<file path="config.mk">
export PLATFORM = sky130hd
export DESIGN_NAME = motor_feedback_position_tracker
export DESIGN_NICKNAME = d
export VERILOG_FILES = /design/src/rtl/mfpt_pkg.sv /design/src/rtl/mfpt_div.sv /design/src/rtl/mfpt_datapath.sv /design/src/rtl/mfpt_ctrl.sv /design/src/rtl/motor_feedback_position_tracker.sv
export SDC_FILE = /design/constraint.sdc
export NUM_CORES = 2
export LEC_CHECK = 0
export ABC_CLOCK_PERIOD_IN_PS = 10300
export BUFFER_PORTS_ARGS = -buffer_cell sky130_fd_sc_hd__buf_2
export CAP_MARGIN = 5
export CORE_MARGIN = 3
export CORE_UTILIZATION = 60
export DETAILED_ROUTE_END_ITERATION = 10
export PLACE_DENSITY = 0.79
export SLEW_MARGIN = 20
export SYNTH_ARGS = -nofsm -noshare
export SYNTH_HDL_FRONTEND = slang
export SYNTH_SLANG_ARGS = --single-unit
export TNS_END_PERCENT = 20
</file>
<file path="constraint.sdc">
create_clock -name aclk -period 10.3 [get_ports aclk]
set_input_delay 0.515 -clock aclk [delete_from_list [all_inputs] [get_ports aclk]]
set_output_delay 0.515 -clock aclk [all_outputs]
set_load 0.1 [all_outputs]
</file>
<file path="src/rtl/mfpt_pkg.sv">
package mfpt_pkg;

    // Field widths
    localparam int ANGLE_W = 16;
    localparam int RAW_W   = 16;
    localparam int TEMP_W  = 8;
    localparam int POS_W   = 48;
    localparam int SPD_W   = 32;
    localparam int CUR_W   = 15;

    // Input beat layout (s_tdata), lowest bit first
    localparam int IN_ANGLE_LSB   = 0;
    localparam int IN_RPM_LSB     = 16;
    localparam int IN_CUR_LSB     = 32;
    localparam int IN_TEMP_LSB    = 48;
    localparam int IN_CMD_POS_LSB = 56;
    localparam int IN_CMD_SPD_LSB = 104;
    localparam int S_DATA_W       = 136;

    // Output beat layout (m_tdata), lowest bit first
    localparam int OUT_POS_LSB    = 0;
    localparam int OUT_SPD_LSB    = 48;
    localparam int OUT_CUR_LSB    = 80;
    localparam int OUT_TEMP_LSB   = 95;
    localparam int OUT_PNEAR_BIT  = 103;
    localparam int OUT_SNEAR_BIT  = 104;
    localparam int OUT_USED_W     = 105;
    localparam int M_DATA_W       = 112;

    // Configuration port
    localparam int CFG_INDEX_W = 2;
    localparam int CFG_DATA_W  = 18;
    localparam int CPR_W       = 16;
    localparam int TRAVEL_W    = 18;
    localparam int LIMIT_W     = 16;

    localparam logic [CPR_W-1:0]    CPR_RESET       = 16'd8192;
    localparam logic [TRAVEL_W-1:0] TRAVEL_RESET    = 18'd6349;
    localparam logic [LIMIT_W-1:0]  POS_LIMIT_RESET = 16'd1280;
    localparam logic [LIMIT_W-1:0]  SPD_LIMIT_RESET = 16'd2560;

    typedef enum logic [CFG_INDEX_W-1:0] {
        CFG_COUNTS_PER_REV = 2'd0,
        CFG_TRAVEL_PER_REV = 2'd1,
        CFG_POS_NEAR_LIMIT = 2'd2,
        CFG_SPD_NEAR_LIMIT = 2'd3
    } cfg_index_t;

    // Speed scale: rpm to per-second
    localparam logic [CPR_W-1:0] SPEED_DIVISOR = 16'd60;

    // Largest current magnitude, 32768 * 5 / 16
    localparam logic signed [CUR_W-1:0] CUR_MAX = 15'sd10240;

    // Shared divider: two quotient bits per step
    localparam int DIV_W     = 34;
    localparam int DIV_STEPS = DIV_W / 2;
    localparam int DIV_CNT_W = $clog2(DIV_STEPS);

    typedef enum logic [3:0] {
        ST_IDLE,
        ST_DELTA,
        ST_UNWRAP,
        ST_MUL,
        ST_DIV_POS,
        ST_WAIT_POS,
        ST_ADD_POS,
        ST_WAIT_SPD,
        ST_DIFF,
        ST_NEAR,
        ST_PUBLISH
    } state_t;

    typedef struct packed {
        logic load;
        logic delta;
        logic zero;
        logic unwrap;
        logic mul;
        logic div_start;
        logic div_sel_spd;
        logic take_pos;
        logic add_pos;
        logic take_spd;
        logic diff;
        logic near;
        logic publish;
    } dp_cmd_t;

    typedef struct packed {
        logic op;
        logic div_done;
        logic out_free;
    } dp_status_t;

endpackage

</file>
<file path="src/rtl/mfpt_div.sv">
module mfpt_div (
    input  logic                         aclk,
    input  logic                         aresetn,
    input  logic                         start,
    input  logic [mfpt_pkg::DIV_W-1:0]   dividend,
    input  logic [mfpt_pkg::CPR_W-1:0]   divisor,
    output logic                         done,
    output logic [mfpt_pkg::DIV_W-1:0]   quotient,
    output logic                         round_up
);

    logic                             busy_reg;
    logic                             done_reg;
    logic [mfpt_pkg::DIV_CNT_W-1:0]   cnt_reg;
    logic [mfpt_pkg::CPR_W-1:0]       rem_reg;
    logic [mfpt_pkg::CPR_W-1:0]       rem_next;
    logic [mfpt_pkg::DIV_W-1:0]       num_reg;
    logic [mfpt_pkg::DIV_W-1:0]       quo_reg;
    logic [mfpt_pkg::CPR_W-1:0]       dvsr_reg;
    logic [mfpt_pkg::CPR_W+1:0]       trial;
    logic [mfpt_pkg::CPR_W+1:0]       dv1;
    logic [mfpt_pkg::CPR_W+1:0]       dv2;
    logic [mfpt_pkg::CPR_W+1:0]       dv3;
    logic [1:0]                       digit;

    // Radix-4 restoring step: try 3, 2, 1 times the divisor
    always_comb begin
        trial = {rem_reg, num_reg[mfpt_pkg::DIV_W-1 -: 2]};
        dv1   = {2'b00, dvsr_reg};
        dv2   = {1'b0, dvsr_reg, 1'b0};
        dv3   = dv1 + dv2;
        if (trial >= dv3) begin
            digit    = 2'd3;
            rem_next = mfpt_pkg::CPR_W'(trial - dv3);
        end else if (trial >= dv2) begin
            digit    = 2'd2;
            rem_next = mfpt_pkg::CPR_W'(trial - dv2);
        end else if (trial >= dv1) begin
            digit    = 2'd1;
            rem_next = mfpt_pkg::CPR_W'(trial - dv1);
        end else begin
            digit    = 2'd0;
            rem_next = trial[mfpt_pkg::CPR_W-1:0];
        end
    end

    always_ff @(posedge aclk) begin
        if (!aresetn) begin
            busy_reg <= 1'b0;
            done_reg <= 1'b0;
            cnt_reg  <= '0;
        end else begin
            done_reg <= busy_reg && (cnt_reg == '0);
            if (start) begin
                busy_reg <= 1'b1;
                cnt_reg  <= mfpt_pkg::DIV_CNT_W'(mfpt_pkg::DIV_STEPS - 1);
            end else if (busy_reg) begin
                if (cnt_reg == '0) begin
                    busy_reg <= 1'b0;
                end else begin
                    cnt_reg <= cnt_reg - 1'b1;
                end
            end
        end
    end

    always_ff @(posedge aclk) begin
        if (start) begin
            rem_reg  <= '0;
            num_reg  <= dividend;
            quo_reg  <= '0;
            dvsr_reg <= divisor;
        end else if (busy_reg) begin
            rem_reg <= rem_next;
            num_reg <= {num_reg[mfpt_pkg::DIV_W-3:0], 2'b00};
            quo_reg <= {quo_reg[mfpt_pkg::DIV_W-3:0], digit};
        end
    end

    assign done     = done_reg;
    assign quotient = quo_reg;
    // Round half away from zero: bump when twice the remainder reaches the divisor
    assign round_up = {rem_reg, 1'b0} >= {1'b0, dvsr_reg};

endmodule

</file>
<file path="src/rtl/mfpt_datapath.sv">
module mfpt_datapath (
    input  logic                              aclk,
    input  logic                              aresetn,
    input  mfpt_pkg::dp_cmd_t                 cmd,
    output mfpt_pkg::dp_status_t              status,
    input  logic [mfpt_pkg::S_DATA_W-1:0]     s_tdata,
    input  logic                              s_tuser,
    input  logic                              cfg_valid,
    input  logic [mfpt_pkg::CFG_INDEX_W-1:0]  cfg_index,
    input  logic [mfpt_pkg::CFG_DATA_W-1:0]   cfg_data,
    input  logic                              m_tready,
    output logic                              m_tvalid,
    output logic [mfpt_pkg::M_DATA_W-1:0]     m_tdata
);

    // Configuration
    logic [mfpt_pkg::CPR_W-1:0]    cpr_reg;
    logic [mfpt_pkg::TRAVEL_W-1:0] travel_reg;
    logic [mfpt_pkg::LIMIT_W-1:0]  pos_lim_reg;
    logic [mfpt_pkg::LIMIT_W-1:0]  spd_lim_reg;
    logic [mfpt_pkg::CPR_W-1:0]    counts_eff;

    // Tracking state
    logic [mfpt_pkg::ANGLE_W-1:0]  prev_angle_reg;
    logic [mfpt_pkg::POS_W-1:0]    acc_reg;

    // Captured beat
    logic                          op_reg;
    logic [mfpt_pkg::ANGLE_W-1:0]  angle_in_reg;
    logic [mfpt_pkg::RAW_W-1:0]    rpm_in_reg;
    logic [mfpt_pkg::RAW_W-1:0]    cur_in_reg;
    logic [mfpt_pkg::TEMP_W-1:0]   temp_in_reg;
    logic [mfpt_pkg::POS_W-1:0]    cmd_pos_reg;
    logic [mfpt_pkg::SPD_W-1:0]    cmd_spd_reg;

    // Work registers
    logic [16:0]                   d_reg;
    logic [17:0]                   dadj_reg;
    logic                          dneg_reg;
    logic [mfpt_pkg::RAW_W-1:0]    rpm_mag_reg;
    logic                          rpm_neg_reg;
    logic [mfpt_pkg::RAW_W-1:0]    cur_mag_reg;
    logic                          cur_neg_reg;
    logic [mfpt_pkg::DIV_W-1:0]    prod_pos_reg;
    logic [mfpt_pkg::DIV_W-1:0]    prod_spd_reg;
    logic [mfpt_pkg::CUR_W-1:0]    cur_reg;
    logic [mfpt_pkg::POS_W-1:0]    inc_reg;
    logic [mfpt_pkg::SPD_W-1:0]    spd_reg;
    logic [mfpt_pkg::POS_W:0]      pdiff_reg;
    logic [mfpt_pkg::SPD_W:0]      sdiff_reg;
    logic                          pnear_reg;
    logic                          snear_reg;

    // Output register
    logic                          m_tvalid_reg;
    logic [mfpt_pkg::M_DATA_W-1:0] m_tdata_reg;
    logic [mfpt_pkg::M_DATA_W-1:0] m_tdata_next;

    // Combinational helpers
    logic [23:0]                   d24;
    logic [23:0]                   d100;
    logic [23:0]                   c66;
    logic [23:0]                   neg_c66;
    logic                          wrap_lo;
    logic                          wrap_hi;
    logic [17:0]                   d18;
    logic [17:0]                   c18;
    logic [17:0]                   dadj_next;
    logic [mfpt_pkg::RAW_W-1:0]    dmag;
    logic [mfpt_pkg::DIV_W-1:0]    prod_pos_next;
    logic [mfpt_pkg::DIV_W-1:0]    prod_spd_next;
    logic [17:0]                   cur5;
    logic [13:0]                   cur_rnd;
    logic [mfpt_pkg::CUR_W-1:0]    cur_next;
    logic [mfpt_pkg::DIV_W-1:0]    div_dividend;
    logic [mfpt_pkg::CPR_W-1:0]    div_divisor;
    logic                          div_done;
    logic [mfpt_pkg::DIV_W-1:0]    div_quo;
    logic                          div_rnd;
    logic [mfpt_pkg::DIV_W:0]      q_pos;
    logic [mfpt_pkg::DIV_W:0]      q_neg;
    logic [mfpt_pkg::POS_W:0]      psum;
    logic [mfpt_pkg::SPD_W:0]      ssum;
    logic                          pnear_next;
    logic                          snear_next;

    assign counts_eff = (cpr_reg == '0) ? mfpt_pkg::CPR_W'(1) : cpr_reg;

    always_ff @(posedge aclk) begin
        if (!aresetn) begin
            cpr_reg     <= mfpt_pkg::CPR_RESET;
            travel_reg  <= mfpt_pkg::TRAVEL_RESET;
            pos_lim_reg <= mfpt_pkg::POS_LIMIT_RESET;
            spd_lim_reg <= mfpt_pkg::SPD_LIMIT_RESET;
        end else if (cfg_valid) begin
            case (mfpt_pkg::cfg_index_t'(cfg_index))
                mfpt_pkg::CFG_COUNTS_PER_REV: cpr_reg     <= cfg_data[mfpt_pkg::CPR_W-1:0];
                mfpt_pkg::CFG_TRAVEL_PER_REV: travel_reg  <= cfg_data;
                mfpt_pkg::CFG_POS_NEAR_LIMIT: pos_lim_reg <= cfg_data[mfpt_pkg::LIMIT_W-1:0];
                mfpt_pkg::CFG_SPD_NEAR_LIMIT: spd_lim_reg <= cfg_data[mfpt_pkg::LIMIT_W-1:0];
                default: ;
            endcase
        end
    end

    always_ff @(posedge aclk) begin
        if (!aresetn) begin
            prev_angle_reg <= '0;
            acc_reg        <= '0;
        end else begin
            if (cmd.delta) begin
                prev_angle_reg <= angle_in_reg;
            end
            if (cmd.zero) begin
                acc_reg <= '0;
            end else if (cmd.add_pos) begin
                acc_reg <= acc_reg + inc_reg;
            end
        end
    end

    // Unwrap: pull back by one revolution past 0.66 of a turn either way
    always_comb begin
        d24       = {{7{d_reg[16]}}, d_reg};
        d100      = (d24 << 6) + (d24 << 5) + (d24 << 2);
        c66       = ({8'd0, counts_eff} << 6) + ({8'd0, counts_eff} << 1);
        neg_c66   = -c66;
        wrap_lo   = $signed(d100) < $signed(neg_c66);
        wrap_hi   = $signed(d100) > $signed(c66);
        d18       = {d_reg[16], d_reg};
        c18       = {2'b00, counts_eff};
        if (wrap_lo) begin
            dadj_next = d18 + c18;
        end else if (wrap_hi) begin
            dadj_next = d18 - c18;
        end else begin
            dadj_next = d18;
        end
    end

    always_comb begin
        dmag          = dadj_reg[17] ? mfpt_pkg::RAW_W'(-dadj_reg) : dadj_reg[15:0];
        prod_pos_next = mfpt_pkg::DIV_W'(dmag) * mfpt_pkg::DIV_W'(travel_reg);
        prod_spd_next = mfpt_pkg::DIV_W'(rpm_mag_reg) * mfpt_pkg::DIV_W'(travel_reg);
        cur5          = {cur_mag_reg, 2'b00} + {2'b00, cur_mag_reg};
        cur_rnd       = 14'((cur5 + 18'd8) >> 4);
        cur_next      = cur_neg_reg ? mfpt_pkg::CUR_W'(-{1'b0, cur_rnd}) : {1'b0, cur_rnd};
    end

    assign div_dividend = cmd.div_sel_spd ? prod_spd_reg : prod_pos_reg;
    assign div_divisor  = cmd.div_sel_spd ? mfpt_pkg::SPEED_DIVISOR : counts_eff;

    mfpt_div u_div (
        .aclk     (aclk),
        .aresetn  (aresetn),
        .start    (cmd.div_start),
        .dividend (div_dividend),
        .divisor  (div_divisor),
        .done     (div_done),
        .quotient (div_quo),
        .round_up (div_rnd)
    );

    // Signed rounded quotient in one add: -(q + r) == ~q + !r
    assign q_pos = {1'b0, div_quo} + (mfpt_pkg::DIV_W + 1)'(div_rnd);
    assign q_neg = ~{1'b0, div_quo} + (mfpt_pkg::DIV_W + 1)'(!div_rnd);

    // Near: |x| < L, for negative x that is x + L > 0
    always_comb begin
        psum       = pdiff_reg + {(mfpt_pkg::POS_W + 1 - mfpt_pkg::LIMIT_W)'(0), pos_lim_reg};
        ssum       = sdiff_reg + {(mfpt_pkg::SPD_W + 1 - mfpt_pkg::LIMIT_W)'(0), spd_lim_reg};
        pnear_next = pdiff_reg[mfpt_pkg::POS_W]
            ? (!psum[mfpt_pkg::POS_W] && (psum != '0))
            : (pdiff_reg < {(mfpt_pkg::POS_W + 1 - mfpt_pkg::LIMIT_W)'(0), pos_lim_reg});
        snear_next = sdiff_reg[mfpt_pkg::SPD_W]
            ? (!ssum[mfpt_pkg::SPD_W] && (ssum != '0))
            : (sdiff_reg < {(mfpt_pkg::SPD_W + 1 - mfpt_pkg::LIMIT_W)'(0), spd_lim_reg});
    end

    always_ff @(posedge aclk) begin
        if (cmd.load) begin
            op_reg       <= s_tuser;
            angle_in_reg <= s_tdata[mfpt_pkg::IN_ANGLE_LSB +: mfpt_pkg::ANGLE_W];
            rpm_in_reg   <= s_tdata[mfpt_pkg::IN_RPM_LSB +: mfpt_pkg::RAW_W];
            cur_in_reg   <= s_tdata[mfpt_pkg::IN_CUR_LSB +: mfpt_pkg::RAW_W];
            temp_in_reg  <= s_tdata[mfpt_pkg::IN_TEMP_LSB +: mfpt_pkg::TEMP_W];
            cmd_pos_reg  <= s_tdata[mfpt_pkg::IN_CMD_POS_LSB +: mfpt_pkg::POS_W];
            cmd_spd_reg  <= s_tdata[mfpt_pkg::IN_CMD_SPD_LSB +: mfpt_pkg::SPD_W];
        end
        if (cmd.delta) begin
            d_reg       <= {angle_in_reg[15], angle_in_reg} - {prev_angle_reg[15], prev_angle_reg};
            rpm_neg_reg <= rpm_in_reg[15];
            rpm_mag_reg <= rpm_in_reg[15] ? -rpm_in_reg : rpm_in_reg;
            cur_neg_reg <= cur_in_reg[15];
            cur_mag_reg <= cur_in_reg[15] ? -cur_in_reg : cur_in_reg;
        end
        if (cmd.unwrap) begin
            dadj_reg <= dadj_next;
        end
        if (cmd.mul) begin
            dneg_reg     <= dadj_reg[17];
            prod_pos_reg <= prod_pos_next;
            prod_spd_reg <= prod_spd_next;
            cur_reg      <= cur_next;
        end
        if (cmd.take_pos) begin
            inc_reg <= dneg_reg
                ? {{(mfpt_pkg::POS_W - mfpt_pkg::DIV_W - 1){q_neg[mfpt_pkg::DIV_W]}}, q_neg}
                : {{(mfpt_pkg::POS_W - mfpt_pkg::DIV_W - 1){1'b0}}, q_pos};
        end
        if (cmd.take_spd) begin
            spd_reg <= rpm_neg_reg ? q_neg[mfpt_pkg::SPD_W-1:0] : q_pos[mfpt_pkg::SPD_W-1:0];
        end
        if (cmd.diff) begin
            pdiff_reg <= {acc_reg[mfpt_pkg::POS_W-1], acc_reg}
                       - {cmd_pos_reg[mfpt_pkg::POS_W-1], cmd_pos_reg};
            sdiff_reg <= {spd_reg[mfpt_pkg::SPD_W-1], spd_reg}
                       - {cmd_spd_reg[mfpt_pkg::SPD_W-1], cmd_spd_reg};
        end
        if (cmd.near) begin
            pnear_reg <= pnear_next;
            snear_reg <= snear_next;
        end
    end

    // Zero operation reports an all-zero beat
    assign m_tdata_next = op_reg ? '0 :
        {(mfpt_pkg::M_DATA_W - mfpt_pkg::OUT_USED_W)'(0),
         snear_reg, pnear_reg, temp_in_reg, cur_reg, spd_reg, acc_reg};

    always_ff @(posedge aclk) begin
        if (!aresetn) begin
            m_tvalid_reg <= 1'b0;
        end else if (cmd.publish) begin
            m_tvalid_reg <= 1'b1;
        end else if (m_tready) begin
            m_tvalid_reg <= 1'b0;
        end
    end

    always_ff @(posedge aclk) begin
        if (cmd.publish) begin
            m_tdata_reg <= m_tdata_next;
        end
    end

    assign m_tvalid        = m_tvalid_reg;
    assign m_tdata         = m_tdata_reg;
    assign status.op       = op_reg;
    assign status.div_done = div_done;
    assign status.out_free = !m_tvalid_reg || m_tready;

endmodule

</file>
<file path="src/rtl/mfpt_ctrl.sv">
module mfpt_ctrl (
    input  logic                  aclk,
    input  logic                  aresetn,
    input  logic                  s_tvalid,
    output logic                  s_tready,
    input  mfpt_pkg::dp_status_t  status,
    output mfpt_pkg::dp_cmd_t     cmd
);

    mfpt_pkg::state_t state_reg;
    mfpt_pkg::state_t state_next;

    always_ff @(posedge aclk) begin
        if (!aresetn) begin
            state_reg <= mfpt_pkg::ST_IDLE;
        end else begin
            state_reg <= state_next;
        end
    end

    always_comb begin
        state_next = state_reg;
        cmd        = '0;
        s_tready   = 1'b0;
        case (state_reg)
            mfpt_pkg::ST_IDLE: begin
                s_tready = 1'b1;
                if (s_tvalid) begin
                    cmd.load   = 1'b1;
                    state_next = mfpt_pkg::ST_DELTA;
                end
            end
            mfpt_pkg::ST_DELTA: begin
                if (status.op) begin
                    cmd.zero   = 1'b1;
                    state_next = mfpt_pkg::ST_PUBLISH;
                end else begin
                    cmd.delta  = 1'b1;
                    state_next = mfpt_pkg::ST_UNWRAP;
                end
            end
            mfpt_pkg::ST_UNWRAP: begin
                cmd.unwrap = 1'b1;
                state_next = mfpt_pkg::ST_MUL;
            end
            mfpt_pkg::ST_MUL: begin
                cmd.mul    = 1'b1;
                state_next = mfpt_pkg::ST_DIV_POS;
            end
            mfpt_pkg::ST_DIV_POS: begin
                cmd.div_start = 1'b1;
                state_next    = mfpt_pkg::ST_WAIT_POS;
            end
            mfpt_pkg::ST_WAIT_POS: begin
                if (status.div_done) begin
                    // Take the position quotient and start the speed pass
                    cmd.take_pos    = 1'b1;
                    cmd.div_start   = 1'b1;
                    cmd.div_sel_spd = 1'b1;
                    state_next      = mfpt_pkg::ST_ADD_POS;
                end
            end
            mfpt_pkg::ST_ADD_POS: begin
                cmd.add_pos = 1'b1;
                state_next  = mfpt_pkg::ST_WAIT_SPD;
            end
            mfpt_pkg::ST_WAIT_SPD: begin
                if (status.div_done) begin
                    cmd.take_spd = 1'b1;
                    state_next   = mfpt_pkg::ST_DIFF;
                end
            end
            mfpt_pkg::ST_DIFF: begin
                cmd.diff   = 1'b1;
                state_next = mfpt_pkg::ST_NEAR;
            end
            mfpt_pkg::ST_NEAR: begin
                cmd.near   = 1'b1;
                state_next = mfpt_pkg::ST_PUBLISH;
            end
            mfpt_pkg::ST_PUBLISH: begin
                if (status.out_free) begin
                    cmd.publish = 1'b1;
                    state_next  = mfpt_pkg::ST_IDLE;
                end
            end
            default: begin
                state_next = mfpt_pkg::ST_IDLE;
            end
        endcase
    end

endmodule

</file>
<file path="src/rtl/motor_feedback_position_tracker.sv">
// Feedback frame: two passes through the shared radix-4 divider lie between the accepted
// input beat and m_tvalid; the next input beat is taken only after the frame is published.
// Zero operation: skips the arithmetic and goes from the input beat straight to publishing.
// A result that is not taken stalls only the final write into the output register.
// aresetn is synchronous, active low: it restores the configuration reset values,
// clears the previous angle and the accumulated position, and drops m_tvalid.
module motor_feedback_position_tracker (
    input  logic                              aclk,
    input  logic                              aresetn,

    // Input beat
    input  logic                              s_tvalid,
    output logic                              s_tready,
    // raw_angle[15:0], raw_rpm[31:16], raw_current[47:32], raw_temperature[55:48],
    // commanded_position[103:56], commanded_speed[135:104]
    input  logic [mfpt_pkg::S_DATA_W-1:0]     s_tdata,
    // op[0]: 0 feedback frame, 1 zero the accumulated position
    input  logic                              s_tuser,

    // Result beat
    output logic                              m_tvalid,
    input  logic                              m_tready,
    // position[47:0], speed[79:48], current[94:80], temperature[102:95],
    // position_near[103], speed_near[104], zero fill[111:105]
    output logic [mfpt_pkg::M_DATA_W-1:0]     m_tdata,

    // Register writes
    input  logic                              cfg_valid,
    output logic                              cfg_ready,
    input  logic [mfpt_pkg::CFG_INDEX_W-1:0]  cfg_index,
    input  logic [mfpt_pkg::CFG_DATA_W-1:0]   cfg_data
);

    mfpt_pkg::dp_cmd_t    cmd;
    mfpt_pkg::dp_status_t status;

    // Registers are plain flops; a write always lands the same cycle.
    assign cfg_ready = 1'b1;

    // Sequencer: walks one frame through delta, unwrap, multiply,
    // two divider passes, accumulate, near checks and the output register.
    mfpt_ctrl u_ctrl (
        .aclk     (aclk),
        .aresetn  (aresetn),
        .s_tvalid (s_tvalid),
        .s_tready (s_tready),
        .status   (status),
        .cmd      (cmd)
    );

    // Datapath: configuration, tracking state, arithmetic and the result register.
    mfpt_datapath u_dp (
        .aclk      (aclk),
        .aresetn   (aresetn),
        .cmd       (cmd),
        .status    (status),
        .s_tdata   (s_tdata),
        .s_tuser   (s_tuser),
        .cfg_valid (cfg_valid),
        .cfg_index (cfg_index),
        .cfg_data  (cfg_data),
        .m_tready  (m_tready),
        .m_tvalid  (m_tvalid),
        .m_tdata   (m_tdata)
    );

endmodule

</file>
==> results.cfg <==
[clocking]
cts_root_buf = clkbuf_16
clockBufferDepth = 3
cts_resized = 0
cts_made_buffers = 87
clock_latency_ns = 0.70
htreeDepth = 3
path_clk_slew_ns = 0.06
clock-sinks = 788
tritoncts = done

[yosys]
synth_compound_area_share_pct = 13.5
syn_avg_cell_area_um2 = 9.40
synth_warnings = 0
synthMuxAreaShare_pct = 1.61
synth_cell_types = 97
syn_inst = 7260
synth_top_family_by_area = adder cells
synth_xor_area_share_pct = 5.02
synth-adder-area-share_pct = 25.4
ys_async_sr_fraction_pct = 0
synth_ff_type = edfxtp_1
synth_seq_cells = 788
syn-cell-area_um2 = 68200
synth_edf_count = 596
yosysSeqAreaShare_pct = 31.9
yosys.area_share.simple_pct = 16.3

[placement]
gp_congestion = 0.980
port_buffers = 268
place_hpwl_mm = 141

[layout]
drive_gt1_share_pct = 7.39
largest_reg_flops = 105
final_cell_mix = nand2_1 (877), inv_1 (813), ha_1 (624), edfxtp_1 (596), a21oi_1 (481)
area_growth_pct = 10.3
final_common_cell = nand2_1
final_nets = 8766
fin_util_pct = 66.8

[sta]
worst_pin_slew_ns = 1.13
finalHoldViolCount = 0
skew_ns = 0.0517
rsz0062_at_grt = false
setup_tns_ns = 0
fin_crit_sh_pct = 80.7
setup_violations = 0
final_max_slew_viol_count = 0
fmax_mhz = 120
fin_crit_ns = 8.31
slew_headroom_pct = 23.4

[outcome]
outcome = finished, final reports clean

[floorplanning]
core.rowCount = 123
die_w_um = 343
num_io_pins = 277
start_util_pct = 60.6
die_area_um2 = 118000
coreArea_um2 = 113000
die_h_um = 343

[detailed_routing]
vias = 55069
wl_per_cell_um = 20.7
dr.pass1.iters = 7
viasPerCell = 6.06
post-route-drc-count = 0
antenna_left = 0
drtIter0Drc = 5445
drt-total-wl_mm = 188

[critical_path]
worstSetupEndpointType = register
crit_required_ns = 10.70
ff2ff_setup_slack_ns = 1.99
arrival_ns = 8.71
setup.worst_path.start_class = register
setup.worst_path.start = u_dp.dadj_reg[5]
crit_type = register to register
timing.rr.start = u_dp.dadj_reg[5]
cp_max_fo = 8

[grt]
grt_max_degree = 80
grt_first_pass_wirelength_mm = 299
grt_use_total_pct = 32.0
antenna_found_initial = 12
grt.overflow.total = 0
grt_pass1_vias = 54911

[min_path]
hold_path.class = primary input to register
hold_path.startpoint = s_tdata[65]

[run]
drv_cap = 0
## through the flow
step | setup slack (ns) | hold slack (ns) | instances | area (µm²)
after floorplan | 1.55 | 0.436 | 7266 | 68200
after global placement | 2.23 | 0.442 | 8791 | 70800
after detailed placement | 2.06 | 0.447 | 8791 | 70800
after CTS | 2.06 | 0.00295 | 9079 | 75200
after global routing | 1.58 | 0.00748 | 9080 | 75200
final | 1.99 | 0.0237 | 9093 | 75300
## critical path, cell delays in order (launching register included)
cell	delay, ns
edfxtp_1	0.47
or4_1	0.59
o31ai_1	0.41
nand2_1	0.11
xor2_1	0.59
nand2_1	0.18
fa_1	0.56
inv_1	0.04
ha_1	0.27
inv_1	0.05
fa_1	0.53
inv_1	0.05
fa_1	0.50
fa_1	0.57
inv_1	0.06
fa_1	0.52
inv_1	0.04
ha_1	0.36
a21o_1	0.20
a21o_1	0.17
a21oi_1	0.18
o21ai_0	0.12
a41oi_1	0.42
o21ai_0	0.17
and2_1	0.19
a41oi_1	0.35
a31oi_1	0.16
xnor2_1	0.15
## per-layer routing
layer | track usage [%] | vias to the layer above | share of wire (%)
met5 | 0 | - | 0.0069
met4 | 14.0 | 2 | 4.9
met3 | 5.20 | 517 | 7.7
met2 | 52.9 | 2328 | 48
met1 | 41.7 | 26831 | 40
li1 | - | 25391 | -
## cell usage after synthesis, types with 43 or more instances
| master | number | area [µm²] |
|---|---|---|
| nand4_1 | 54 | 338 |
| a21o_1 | 162 | 1220 |
| fa_1 | 474 | 9490 |
| o21a_1 | 68 | 510 |
| nand3_1 | 139 | 696 |
| and3_1 | 55 | 344 |
| or3_1 | 45 | 282 |
| dfxtp_1 | 192 | 3840 |
| a31oi_1 | 45 | 282 |
| o21bai_1 | 52 | 390 |
| xnor2_1 | 269 | 2360 |
| and2_1 | 241 | 1510 |
| nand2_1 | 877 | 3290 |
| a21oi_1 | 482 | 2410 |
| nor3_1 | 131 | 656 |
| o21ai_0 | 261 | 1310 |
| ha_1 | 624 | 7810 |
| nand2b_1 | 52 | 325 |
| a211oi_1 | 43 | 323 |
| mux2i_1 | 101 | 1010 |
| nor2_1 | 385 | 1450 |
| inv_1 | 814 | 3060 |
| nor2b_1 | 181 | 1130 |
| clkbuf_1 | 266 | 998 |
| xor2_1 | 122 | 1070 |
| edfxtp_1 | 596 | 17900 |
## what timing repair did
| item | 4_1_cts | 5_1_grt |
|---|---|---|
| hold buffers | 125 | 1 |
| hold endpoints to repair | 125 | 1 |
| setup buffers | 0 | 0 |
## area by class of cell
class                      instances  area (µm²)
antenna                           13        32.5
timing repair buffer             456        3070
clock inverter                    56         822
fill                            8747       37400
tap                             1500        1880
multi-input combinational       5357       42300
sequential                       788       21700
clock buffer                     107        2350
inverter                         816        3060
## final timing paths
path | end | cells after the start
hold / removal | u_dp.cmd_pos_reg[9] | 1
setup / recovery | u_dp.prod_pos_reg[33] | 27
hold reg to reg | u_dp.prev_angle_reg[8] | 2
setup reg to reg | u_dp.prod_pos_reg[33] | 27
## kinds of logic (layout without fill, tap and decap cells)
family / after synthesis / count (layout)
other: 2 / 21
adder cells (fa/ha/maj): 1098 / 1098
AND/OR/NAND/NOR: 2306 / 2306
AO/OA/AOI/OAI: 1445 / 1445
multiplexers: 109 / 109
XOR/XNOR: 391 / 391
flip-flops: 788 / 788
buffers and inverters: 1121 / 1435
Power is not shown: default switching activity piles up to over one toggle a cycle in this logic, so the estimate is an artifact.
